## config.mk

```make
export PLATFORM = sky130hd
export DESIGN_NAME = echo_reply_tracker
export DESIGN_NICKNAME = d
export VERILOG_FILES = /design/src/ert_pkg.sv /design/src/ert_trip_calc.sv /design/src/echo_reply_tracker.sv
export SDC_FILE = /design/constraint.sdc
export NUM_CORES = 2
export LEC_CHECK = 0
export BUFFER_PORTS_ARGS = -buffer_cell sky130_fd_sc_hd__clkbuf_2
export CORE_MARGIN = 2
export CORE_UTILIZATION = 27
export CTS_CLUSTER_DIAMETER = 40
export DETAILED_ROUTE_END_ITERATION = 12
export PLACE_DENSITY = 0.4
export SLEW_MARGIN = 30
export SYNTH_ARGS = -nofsm -noshare
export SYNTH_HDL_FRONTEND = slang
export SYNTH_SLANG_ARGS = --single-unit
```

## constraint.sdc

```tcl
create_clock -name clk -period 23.5 [get_ports clk]
set_input_delay 4.7 -clock clk [delete_from_list [all_inputs] [get_ports clk]]
set_output_delay 4.7 -clock clk [all_outputs]
set_load 0.05 [all_outputs]
```

## src/ert_pkg.sv

```systemverilog
// Shared types, codes and constants for the echo reply tracker.
package ert_pkg;

    localparam int unsigned SEEN_DEPTH_DEF = 1024;

    localparam int unsigned CFG_IDX_W  = 2;
    localparam int unsigned CFG_DATA_W = 32;

    localparam logic [CFG_IDX_W-1:0] REG_ECHO_IDENT  = 2'd0;
    localparam logic [CFG_IDX_W-1:0] REG_DATA_LENGTH = 2'd1;
    localparam logic [CFG_IDX_W-1:0] REG_COUNT_LIMIT = 2'd2;

    localparam logic [15:0] DATA_LENGTH_RST = 16'd56;
    localparam logic [16:0] ECHO_HDR_BYTES  = 17'd8;

    localparam logic       KIND_SEND = 1'b0;
    localparam logic       KIND_RECV = 1'b1;
    localparam logic [7:0] TYPE_ECHO_REQUEST = 8'd128;
    localparam logic [7:0] TYPE_ECHO_REPLY   = 8'd129;

    localparam logic [2:0] STS_SENT    = 3'd0;
    localparam logic [2:0] STS_SHORT   = 3'd1;
    localparam logic [2:0] STS_FOREIGN = 3'd2;
    localparam logic [2:0] STS_NEW     = 3'd3;
    localparam logic [2:0] STS_DUP     = 3'd4;
    localparam logic [2:0] STS_REQ_IGN = 3'd5;
    localparam logic [2:0] STS_OTHER   = 3'd6;

    localparam int unsigned USEC_PER_SEC   = 1000000;
    localparam int unsigned TICKS_PER_SEC  = 10000;
    localparam int unsigned USEC_PER_TICK  = 100;
    localparam int unsigned DIV100_SHIFT   = 27;
    localparam int unsigned DIV100_MUL     =
        ((32'd1 << DIV100_SHIFT) + USEC_PER_TICK - 1) / USEC_PER_TICK;

    typedef struct packed {
        logic        kind;
        logic [15:0] pkt_length;
        logic [7:0]  msg_type;
        logic [15:0] pkt_ident;
        logic [15:0] pkt_seq;
        logic [31:0] sent_sec;
        logic [19:0] sent_usec;
        logic [31:0] now_sec;
        logic [19:0] now_usec;
    } ert_req_t;

    typedef struct packed {
        logic [2:0]  status;
        logic [15:0] seq_out;
        logic [31:0] trip_time;
        logic [31:0] sent_count;
        logic [31:0] recv_count;
        logic [31:0] dup_count;
        logic [31:0] min_trip;
        logic [31:0] max_trip;
        logic [47:0] trip_sum;
        logic        last_send;
        logic        all_received;
    } ert_rsp_t;

    typedef enum logic [2:0] {
        ST_CLEAR,
        ST_IDLE,
        ST_DIV,
        ST_MOD,
        ST_READ,
        ST_TRIP,
        ST_UPD
    } ert_state_t;

endpackage

```

## src/ert_trip_calc.sv

```systemverilog
// Four-stage round-trip time pipeline in 100 microsecond units, saturated to 32 bits.
module ert_trip_calc (
    input  logic        clk,
    input  logic [31:0] sent_sec,
    input  logic [19:0] sent_usec,
    input  logic [31:0] now_sec,
    input  logic [19:0] now_usec,
    output logic [31:0] trip
);
    import ert_pkg::*;

    logic signed [21:0] usec_raw;
    logic signed [21:0] usec_adj;
    logic               borrow;
    logic signed [33:0] sec_diff;

    logic signed [33:0] sec_diff_reg;
    logic               uneg_reg;
    logic        [19:0] uabs_reg;

    logic signed [47:0] sec_prod_reg;
    logic        [40:0] uq_prod_reg;
    logic               uneg2_reg;

    logic        [13:0] uq;
    logic signed [47:0] uq_s;
    logic signed [47:0] ticks_reg;
    logic        [31:0] trip_reg;

    always_comb
    begin
        usec_raw = $signed({2'b00, now_usec}) - $signed({2'b00, sent_usec});
        borrow   = usec_raw[21];
        usec_adj = borrow ? usec_raw + $signed(22'(USEC_PER_SEC)) : usec_raw;
        sec_diff = $signed({2'b00, now_sec}) - $signed({2'b00, sent_sec})
                 - $signed({33'd0, borrow});
        uq       = 14'(uq_prod_reg >> DIV100_SHIFT);
        uq_s     = $signed({34'd0, uq});
    end

    always_ff @(posedge clk)
    begin
        sec_diff_reg <= sec_diff;
        uneg_reg     <= usec_adj[21];
        uabs_reg     <= usec_adj[21] ? 20'(-usec_adj) : usec_adj[19:0];

        sec_prod_reg <= 48'(sec_diff_reg) * $signed(48'(TICKS_PER_SEC));
        uq_prod_reg  <= 41'(uabs_reg) * 41'(DIV100_MUL);
        uneg2_reg    <= uneg_reg;

        ticks_reg    <= uneg2_reg ? sec_prod_reg - uq_s : sec_prod_reg + uq_s;

        if (ticks_reg[47])
            trip_reg <= '0;
        else if (|ticks_reg[46:32])
            trip_reg <= '1;
        else
            trip_reg <= ticks_reg[31:0];
    end

    assign trip = trip_reg;

endmodule

```

## src/echo_reply_tracker.sv

```systemverilog
// Top level of the echo reply tracker: sequencer, seen map, statistics and result register.
//
// Request channel req_valid / req_stall / req_data carries one send or receive
// transaction; response channel rsp_valid / rsp_stall / rsp_data returns exactly
// one result per request. A transaction moves at a clock edge with valid high
// and stall low.
// Registers must be written through cfg_we / cfg_index / cfg_data while idle (not enforced).
// Each request walks a fixed sequence of states: slot division, slot remainder,
// seen map read, trip time saturation and update. The result is registered at
// the update step, which waits while a stalled result holds the output register;
// a new request is taken only once the previous one has left the update step. The
// sequence length is set by the four-stage trip time pipeline that feeds the update step.
// After reset the seen map is cleared one slot a cycle through all SEEN_DEPTH slots,
// with req_stall high throughout; register writes are taken as ever.
// A stalled result holds in the output register; the next request is still
// accepted and waits at its update step until the register frees.
module echo_reply_tracker #(
    parameter int unsigned SEEN_DEPTH = ert_pkg::SEEN_DEPTH_DEF
) (
    input  logic                               clk,
    input  logic                               rst_n,
    input  logic                               cfg_we,
    input  logic [ert_pkg::CFG_IDX_W-1:0]      cfg_index,
    input  logic [ert_pkg::CFG_DATA_W-1:0]     cfg_data,
    input  logic                               req_valid,
    output logic                               req_stall,
    input  ert_pkg::ert_req_t                  req_data,
    output logic                               rsp_valid,
    input  logic                               rsp_stall,
    output ert_pkg::ert_rsp_t                  rsp_data
);
    import ert_pkg::*;

    localparam int unsigned SLOT_W = $clog2(SEEN_DEPTH);
    localparam logic [SLOT_W-1:0] SLOT_MAX = SLOT_W'(SEEN_DEPTH - 1);
    localparam longint unsigned MOD_RECIP_L =
        ((64'd1 << 32) + 64'(SEEN_DEPTH) - 64'd1) / 64'(SEEN_DEPTH);
    localparam logic [32:0] MOD_RECIP = 33'(MOD_RECIP_L);

    function automatic logic [31:0] sat_inc(input logic [31:0] v);
        sat_inc = (&v) ? v : v + 32'd1;
    endfunction

    ert_state_t state_reg, state_next;

    logic [15:0] echo_ident_reg;
    logic [15:0] data_length_reg;
    logic [31:0] count_limit_reg;

    logic [31:0] sends_reg, sends_next;
    logic [31:0] replies_reg, replies_next;
    logic [31:0] repeats_reg, repeats_next;
    logic [31:0] trip_min_reg, trip_min_next;
    logic [31:0] trip_max_reg, trip_max_next;
    logic [47:0] trip_total_reg, trip_total_next;

    logic [SLOT_W-1:0] clr_idx_reg;

    ert_req_t    item_reg;
    logic [15:0] seq_reg;
    logic [2:0]  sts_pre_reg;
    logic        reply_reg;
    logic [2:0]  sts_pre;
    logic        reply_pre;
    logic [16:0] len_min;

    logic [48:0] quot_prod;
    logic [15:0] quot_reg;
    logic [32:0] quot_mul;
    logic [15:0] rem;
    logic [SLOT_W-1:0] slot_reg;

    logic seen_mem [SEEN_DEPTH];
    logic rd_reg;
    logic mem_we;
    logic [SLOT_W-1:0] mem_waddr;
    logic mem_wdata;

    logic [31:0] trip;
    logic [48:0] total_sum;
    logic        accept;
    logic        upd_fire;
    logic        rsp_valid_reg;
    ert_rsp_t    rsp_reg, rsp_next;

    ert_trip_calc u_trip (
        .clk      (clk),
        .sent_sec (item_reg.sent_sec),
        .sent_usec(item_reg.sent_usec),
        .now_sec  (item_reg.now_sec),
        .now_usec (item_reg.now_usec),
        .trip     (trip)
    );

    always_ff @(posedge clk or negedge rst_n)
    begin
        if (!rst_n)
        begin
            echo_ident_reg  <= '0;
            data_length_reg <= DATA_LENGTH_RST;
            count_limit_reg <= '0;
        end
        else if (cfg_we)
        begin
            unique case (cfg_index)
                REG_ECHO_IDENT:  echo_ident_reg  <= cfg_data[15:0];
                REG_DATA_LENGTH: data_length_reg <= cfg_data[15:0];
                REG_COUNT_LIMIT: count_limit_reg <= cfg_data[31:0];
                default: ;
            endcase
        end
    end

    always_comb
    begin
        state_next = state_reg;
        unique case (state_reg)
            ST_CLEAR: if (clr_idx_reg == SLOT_MAX) state_next = ST_IDLE;
            ST_IDLE:  if (req_valid)              state_next = ST_DIV;
            ST_DIV:   state_next = ST_MOD;
            ST_MOD:   state_next = ST_READ;
            ST_READ:  state_next = ST_TRIP;
            ST_TRIP:  state_next = ST_UPD;
            ST_UPD:   if (!rsp_valid_reg || !rsp_stall) state_next = ST_IDLE;
            default:  state_next = ST_IDLE;
        endcase
    end

    always_comb
    begin
        req_stall = 1'b1;
        upd_fire  = 1'b0;
        mem_we    = 1'b0;
        mem_waddr = slot_reg;
        mem_wdata = 1'b0;
        unique case (state_reg)
            ST_CLEAR:
            begin
                mem_we    = 1'b1;
                mem_waddr = clr_idx_reg;
            end
            ST_IDLE: req_stall = 1'b0;
            ST_UPD:
            begin
                upd_fire  = !rsp_valid_reg || !rsp_stall;
                mem_we    = upd_fire && (!item_reg.kind || (reply_reg && !rd_reg));
                mem_wdata = item_reg.kind;
            end
            default: ;
        endcase
    end

    assign accept = req_valid && !req_stall;

    always_ff @(posedge clk or negedge rst_n)
    begin
        if (!rst_n)
        begin
            state_reg   <= ST_CLEAR;
            clr_idx_reg <= '0;
        end
        else
        begin
            state_reg <= state_next;
            if (state_reg == ST_CLEAR)
                clr_idx_reg <= clr_idx_reg + SLOT_W'(1);
        end
    end

    // Classify at acceptance.
    always_comb
    begin
        len_min   = {1'b0, data_length_reg} + ECHO_HDR_BYTES;
        reply_pre = 1'b0;
        if (req_data.kind == KIND_SEND)
            sts_pre = STS_SENT;
        else if ({1'b0, req_data.pkt_length} < len_min)
            sts_pre = STS_SHORT;
        else if (req_data.pkt_ident != echo_ident_reg)
            sts_pre = STS_FOREIGN;
        else if (req_data.msg_type == TYPE_ECHO_REPLY)
        begin
            sts_pre   = STS_NEW;
            reply_pre = 1'b1;
        end
        else if (req_data.msg_type == TYPE_ECHO_REQUEST)
            sts_pre = STS_REQ_IGN;
        else
            sts_pre = STS_OTHER;
    end

    always_comb
    begin
        quot_prod = 49'(seq_reg) * 49'(MOD_RECIP);
        quot_mul  = 33'(quot_reg) * 33'(SEEN_DEPTH);
        rem       = seq_reg - quot_mul[15:0];
    end

    always_ff @(posedge clk)
    begin
        if (accept)
        begin
            item_reg    <= req_data;
            seq_reg     <= (req_data.kind == KIND_RECV) ? req_data.pkt_seq : sends_reg[15:0];
            sts_pre_reg <= sts_pre;
            reply_reg   <= reply_pre;
        end
        quot_reg <= quot_prod[47:32];
        slot_reg <= rem[SLOT_W-1:0];
    end

    always_ff @(posedge clk)
    begin
        if (mem_we)
            seen_mem[mem_waddr] <= mem_wdata;
        rd_reg <= seen_mem[slot_reg];
    end

    always_comb
    begin
        sends_next      = sends_reg;
        replies_next    = replies_reg;
        repeats_next    = repeats_reg;
        trip_min_next   = trip_min_reg;
        trip_max_next   = trip_max_reg;
        total_sum       = {1'b0, trip_total_reg} + 49'(trip);
        trip_total_next = trip_total_reg;

        rsp_next           = '0;
        rsp_next.status    = sts_pre_reg;
        rsp_next.seq_out   = seq_reg;

        if (item_reg.kind == KIND_SEND)
            sends_next = sat_inc(sends_reg);
        else if (reply_reg)
        begin
            rsp_next.trip_time = trip;
            trip_total_next    = total_sum[48] ? '1 : total_sum[47:0];
            if (trip < trip_min_reg)
                trip_min_next = trip;
            if (trip > trip_max_reg)
                trip_max_next = trip;
            if (rd_reg)
            begin
                repeats_next    = sat_inc(repeats_reg);
                rsp_next.status = STS_DUP;
            end
            else
            begin
                replies_next    = sat_inc(replies_reg);
                rsp_next.status = STS_NEW;
            end
        end

        rsp_next.sent_count   = sends_next;
        rsp_next.recv_count   = replies_next;
        rsp_next.dup_count    = repeats_next;
        rsp_next.min_trip     = trip_min_next;
        rsp_next.max_trip     = trip_max_next;
        rsp_next.trip_sum     = trip_total_next;
        rsp_next.last_send    = (item_reg.kind == KIND_SEND) && (count_limit_reg != '0)
                              && (sends_next >= count_limit_reg);
        rsp_next.all_received = (count_limit_reg != '0) && (replies_next >= count_limit_reg);
    end

    always_ff @(posedge clk or negedge rst_n)
    begin
        if (!rst_n)
        begin
            sends_reg      <= '0;
            replies_reg    <= '0;
            repeats_reg    <= '0;
            trip_min_reg   <= '1;
            trip_max_reg   <= '0;
            trip_total_reg <= '0;
            rsp_valid_reg  <= 1'b0;
        end
        else if (upd_fire)
        begin
            sends_reg      <= sends_next;
            replies_reg    <= replies_next;
            repeats_reg    <= repeats_next;
            trip_min_reg   <= trip_min_next;
            trip_max_reg   <= trip_max_next;
            trip_total_reg <= trip_total_next;
            rsp_valid_reg  <= 1'b1;
        end
        else if (!rsp_stall)
            rsp_valid_reg <= 1'b0;
    end

    always_ff @(posedge clk)
    begin
        if (upd_fire)
            rsp_reg <= rsp_next;
    end

    assign rsp_valid = rsp_valid_reg;
    assign rsp_data  = rsp_reg;

    a_rsp_from_update: assert property (@(posedge clk) disable iff (!rst_n)
        $rose(rsp_valid) |-> $past(state_reg == ST_UPD))
        else $error("result raised outside the update step");

    a_no_accept_in_clear: assert property (@(posedge clk) disable iff (!rst_n)
        (state_reg == ST_CLEAR) |=> !$past(accept))
        else $error("request accepted during the seen map clear");

    a_slot_in_range: assert property (@(posedge clk) disable iff (!rst_n)
        (state_reg == ST_READ) |-> (32'(slot_reg) < SEEN_DEPTH))
        else $error("seen map slot out of range");

    a_min_le_max: assert property (@(posedge clk) disable iff (!rst_n)
        (rsp_valid && ((rsp_data.recv_count != '0) || (rsp_data.dup_count != '0)))
        |-> (rsp_data.min_trip <= rsp_data.max_trip))
        else $error("min trip above max trip");

endmodule

```

**Yosys cells after proc, flatten, opt, wreduce, memory -nomap -nowiden**

Memories as Yosys holds them, arrays and structs flattened. A register that Yosys moved wholly into a read port is not among the register bits.
Cells that the tools add are included.

- $add $sub $neg: 14
- Multiply operators: 2
- $lt $le $gt $ge: 5
- Equality and inequality tests: 16
- Mux-type cells: 45
- Bitwise operators: 2
- Reductions and logical operators: 27

Operator list:

| kind | count |
|---|---|
| 2-to-1 mux 32 bit | 17 |
| 2-to-1 mux 48 bit | 4 |
| adder 32 x 1 -> 32 bit, second input constant | 3 |
| AND reduction 32 bit | 3 |
| >= comparator 32 bit | 2 |
| adder 48 x 32 -> 49 bit | 1 |
| adder 48 x 15 -> 48 bit | 1 |
| subtractor 48 x 15 -> 48 bit | 1 |
| multiplier 34 x 11 -> 44 bit, second input constant | 1 |
| multiplier 20 x 20 -> 40 bit, second input constant | 1 |
| subtractor 34 x 2 -> 34 bit | 1 |
| subtractor 32 x 32 -> 33 bit | 1 |
| > comparator 32 bit | 1 |
| < comparator 32 bit | 1 |
| nonzero test 32 bit | 1 |
| adder 22 x 21 -> 22 bit, second input constant | 1 |
| 2-to-1 mux 22 bit | 1 |
| case mux 3 bit (7 select lines) | 1 |
| subtractor 20 x 20 -> 21 bit | 1 |
| 2-to-1 mux 20 bit | 1 |
| negation 20 bit | 1 |
| 2-to-1 mux 3 bit | 6 |
| adder 16 x 4 -> 17 bit, second input constant | 1 |
| < comparator 16 x 17 -> 1 bit | 1 |
| 29 further kinds | 58 |

- Flip-flop bits (word level): 902
- Memory bits (writable): 1024
- Input port bits: 200
- Word-level logic and storage cells: 154
- Memories kept: 1

Memories:

| memory | depth | bits a word | read ports | clocked after memory_dff | wr ports | RTL line | text |
|---|---|---|---|---|---|---|---|
| seen_mem | 1024 | 1 | 1 | 1 | 1 | echo_reply_tracker.sv:73 | `logic seen_mem [SEEN_DEPTH];` |

**Depth between registers and ports, before layout**

- Word-level depth: 7
- Gate-level depth with buffers: 25
- Depth with buffers taken out: 25

**Hierarchy**

A second synthesis with hierarchy kept.

- Cell total of the unflattened synthesis: 8369
- Area, all modules: 101645.0 µm²

Modules (own cells, without submodules):

| module | instances | cells each | area an instance (µm²) | seq. area each (µm²) |
|---|---|---|---|---|
| echo_reply_tracker | 1 | 5649 | 77045.1 | 49761.5 |
| ert_trip_calc | 1 | 2720 | 24599.8 | 3883.7 |

**Worst setup path after synthesis**

No wires, ideal clock.

- Path kind: register to register
- From: reg item_reg[160] in the netlist's numbering
- To: mem seen_mem[0], data pin
- Library setup time: 2882 ps
- Arrival: 13621 ps
- Setup slack: 6997 ps
- Cell stages (with the launch flop): 4
- Path buffers: 2
- Clock period less this slack: 16503 ps
- Cells stage by stage: edfxtp_1 -> clkbuf_1 -> clkbuf_1 -> and2_1

- Longest elaborated chain between the ends: 1

Ends and longest elaborated chain:

| item | RTL line | text |
|---|---|---|
| from (decl) | echo_reply_tracker.sv:59 | `ert_req_t item_reg;` |
| from (signal assigned) | echo_reply_tracker.sv:203 | `item_reg <= req_data;` |
| 2-to-1 mux 1 bit | echo_reply_tracker.sv:136 | `unique case (state_reg)` |
| named net mem_wdata | echo_reply_tracker.sv:77 | `logic mem_wdata;` |
| to (decl) | echo_reply_tracker.sv:73 |  |

The timed path passes the listed nets, and every way through them passes these cells.

**Worst setup path after layout**

- From: in rsp_stall
- To: mem seen_mem[335] (enable)

- Longest elaborated chain between the ends: 6

Ends and longest elaborated chain:

| item | RTL line | text |
|---|---|---|
| from (decl) | echo_reply_tracker.sv:29 | `input logic rsp_stall,` |
| logical NOT 1 bit | -- |  |
| logical OR 1 bit | echo_reply_tracker.sv:145 | `upd_fire = !rsp_valid_reg \|\| !rsp_stall;` |
| logical AND 1 bit | echo_reply_tracker.sv:146 | `mem_we = upd_fire && (!item_reg.kind \|\| (reply_reg && !rd_reg));` |
| case mux 1 bit (2 select lines) | echo_reply_tracker.sv:136 |  |
| 2-to-1 mux 1 bit | echo_reply_tracker.sv:214 | `if (mem_we)` |
| 2-to-1 mux 1 bit (implied by the code) | echo_reply_tracker.sv:215 | `seen_mem[mem_waddr] <= mem_wdata;` |

No other way between the ends.

==> flow_summary.rst <==
.. list-table::
   :header-rows: 1

   * - Metric
     - Value
   * - Number of failing hold endpoints at the final stage
     - 0
   * - Synth Flop Type
     - edfxtp_1
   * - Library cell with the largest summed area after synthesis
     - edfxtp_1
   * - Largest net degree at the start of global routing
     - 151
   * - Reg-to-reg setup timing slack
     - 16.39 ns
   * - DR top layer
     - met5
   * - Synthesized-area fraction occupied by ao, oa, aoi and oai cells
     - 4.82%
   * - Post-CTS Repair Setup Buffers
     - 0
   * - Number of enable-type register cells in the synthesized netlist
     - 1410
   * - GRT Overall Usage
     - 14.7%
   * - Worst clock skew
     - 0.0793 ns
   * - CTS max path bufs
     - 4
   * - Total length of routed wires
     - 283000 µm
   * - Endpoint with the worst hold slack
     - u_trip.uneg2_reg
   * - Hold Path Depth
     - 0
   * - Sequential element share of the synthesized area
     - 53.3%
   * - Number of distinct library cell variants in the gate-level netlist after synthesis
     - 92
   * - Count of pins on the block boundary
     - 463
   * - Setup Total Neg Slack
     - 0 ns
   * - Synthesized area per cell
     - 12.4 µm²
   * - WL/cell
     - 20.4 µm
   * - Vias in the first global route
     - 66916
   * - Worst slew pin tran
     - 1.01 ns
   * - Post-route DRC
     - 0
   * - Layout Nets
     - 9699
   * - Post-synth ARST share
     - 15.0%
   * - Wire length of the first global-routing pass
     - 429000 µm
   * - Start of the worst register-to-register path
     - u_trip.uabs_reg[12]
   * - Last weighted congestion value of the routability-driven placer
     - 0.813
   * - Starting Density
     - 27.1%
   * - #FFs+latches synth
     - 1901
   * - Share of cell area taken by muxes after synthesis
     - 10.4%
   * - Half-perimeter wire length of the detailed placement result
     - 195000 µm
   * - Clock edge transition at the registers on the reported setup and hold paths
     - 0.05 ns
   * - Worst Reg-to-Reg Cells
     - 23
   * - Path type of the worst setup path
     - input port to register
   * - Hold Path Origin
     - u_trip.uneg_reg
   * - Sink count of the clock tree
     - 1901
   * - Post-synthesis cell count
     - 8090
   * - Reg-to-reg critical path endpoint
     - u_trip.uq_prod_reg[40]
   * - Number of antenna violations at the first check in global routing
     - 10
   * - Height of the die
     - 614 µm
   * - Worst-case headroom to the max-slew limit
     - 32.5%
   * - Gr ovfl total
     - 0
   * - Area added between synthesis and finish
     - 20.2%
   * - DIE AREA
     - 377000 µm²
   * - Classification of the worst-slack hold path
     - register to register
   * - Maximum clock frequency
     - 137 MHz
   * - Share of the clock period used by the worst path
     - 31.0%
   * - Worst slack at placement
     - 15.08 ns
   * - Run status
     - finished, final reports clean
   * - CTS tree
     - yes
   * - Worst Path Required
     - 24.04 ns
   * - Number of hold-repair buffers added at the cts stage
     - 0
   * - Max FFs per register
     - 1024
   * - Cell types occupying the most area after synthesis
     - edfxtp_1, ha_1, mux4_2
   * - Horizontal die dimension
     - 614 µm
   * - Data arrival time of the critical path
     - 7.82 ns
   * - Fraction of layout cells with a size suffix above 1
     - 20.8%
   * - Post-route setup slack
     - 16.22 ns
   * - Number of core rows
     - 224
   * - Critical path endpoint category
     - register
   * - Final Critical Period
     - 7.28 ns
   * - Commonest non-fill, non-tap cells in the layout
     - edfxtp_1, nor2_1, inv_1
   * - Reported max-cap violation count
     - 0
   * - Starting DRC count in detailed routing
     - 4186
   * - Met3 wire length
     - 11300 µm
   * - Length of the first detailed-routing pass in iterations
     - 7
   * - ANT nets after route
     - 0
   * - Final setup violation count
     - 0
   * - Synthesized Nets
     - 9188
   * - Leading cell type in the layout, fill and taps excluded
     - edfxtp_1
   * - Post-Synth Adder-Cell Area
     - 13.0%
   * - Total number of H-tree levels
     - 5
   * - Unrepaired setup endpoints after global routing
     - false
   * - Later-pin clock latency in the skew report
     - 0.92 ns
   * - Combinational family with the most area after synthesis
     - adder cells
   * - Count of yosys warnings during synthesis
     - 0
   * - Detail Route met2 WL
     - 137000 µm
   * - XOR/XNOR share of the synthesized area
     - 3.80%
   * - Netlist Area Pre-Place
     - 101000 µm²
   * - Number of gates resized after CTS
     - 0
   * - Fraction of the mapped netlist area in simple logic gates
     - 10.4%
   * - Vias post-DR
     - 63839
   * - Crit path launch
     - rsp_stall
   * - Synth top area share
     - 42.1%
   * - Count of buffers inserted at the top-level ports
     - 462
   * - Via-to-Cell Ratio
     - 4.60
   * - Number of max-slew violations in the final report
     - 0
   * - Number of CTS-inserted buffers
     - 357
   * - Crit path max fanout
     - 40
   * - Crit start category
     - input port
   * - Clk root buf
     - clkbuf_16
   * - Area of the core region
     - 372000 µm²
   * - Detailed-route wire length on metal 1
     - 128000 µm
cell type report:
cell class,count,area (µm²)
clock inverters,255,2750
flip-flops and latches,1901,53700
well taps,4972,6220
multi-input cells,5087,43000
fillers,37286,251000
inverters,694,2610
clock buffers,405,9390
repair buffers,560,3190
diodes,6,15.0
logic make-up (layout without fill, tap and decap cells):
group                    after synthesis  count (layout)
buffers and inverters               1102            1914
multiplexers                         593             593
adder cells (fa/ha/maj)              898             898
AND/OR/NAND/NOR                     2404            2404
flip-flops                          1901            1901
AO/OA/AOI/OAI                        756             756
XOR/XNOR                             436             436
other                                  0               6
worst max path at each step:
stage | to | cells after the start
CTS | seen_mem[289] | 9
finish | seen_mem[335] | 9
global route | u_trip.uq_prod_reg[40] | 23
detailed placement | seen_mem[865] | 9
floorplan | seen_mem[0] | 3
global placement | seen_mem[343] | 9
Yosys cell counts (22+ instances only):
master,count
a21o_1,129
or3_1,28
edfxtp_1,1410
xnor2_1,267
mux4_2,341
dfrtp_1,251
nor2b_1,37
o21bai_1,22
clkbuf_1,340
buf_1,32
mux2_2,237
nand2b_1,35
and3_1,81
o21ai_0,162
fa_1,246
nor4_1,34
buf_2,35
a21oi_1,202
inv_1,693
nand3_1,124
nor3_1,71
a31oi_1,54
xor2_1,169
ha_1,652
nand2_1,383
dfstp_2,35
nor2_1,1406
or2_2,23
a211oi_1,22
dfxtp_1,205
o21a_1,38
nand4_1,88
through the flow:
stage	cell area [µm²]	cells	util [%]	hold WS, ns
3_5_place_dp	109000	13210	29.2	0.326
5_1_grt	121000	13876	32.5	0.347
3_3_place_gp	108000	13209	29.2	0.323
2_1_floorplan	101000	8090	-	0.310
6_report	121000	13880	32.5	0.331
4_1_cts	121000	13870	32.5	0.338
critical path, cell delays in order:
cell and delay, ns:
clkbuf_2 0.14, nand2_1 0.19, nand2_2 0.06, buf_4 0.26
inv_8 0.31, a21oi_2 0.24, nor2_2 0.73, nand2_2 0.79
nor2_1 0.32
metal layers:
metal	track usage, %	vias up
met1	19.6	32308
met2	25.1	1315
met3	2.00	423
met4	4.01	2
li1	-	29791
met5	0	-
Power is not shown: default switching activity piles up to over one toggle a cycle in this logic, so the estimate is an artifact.
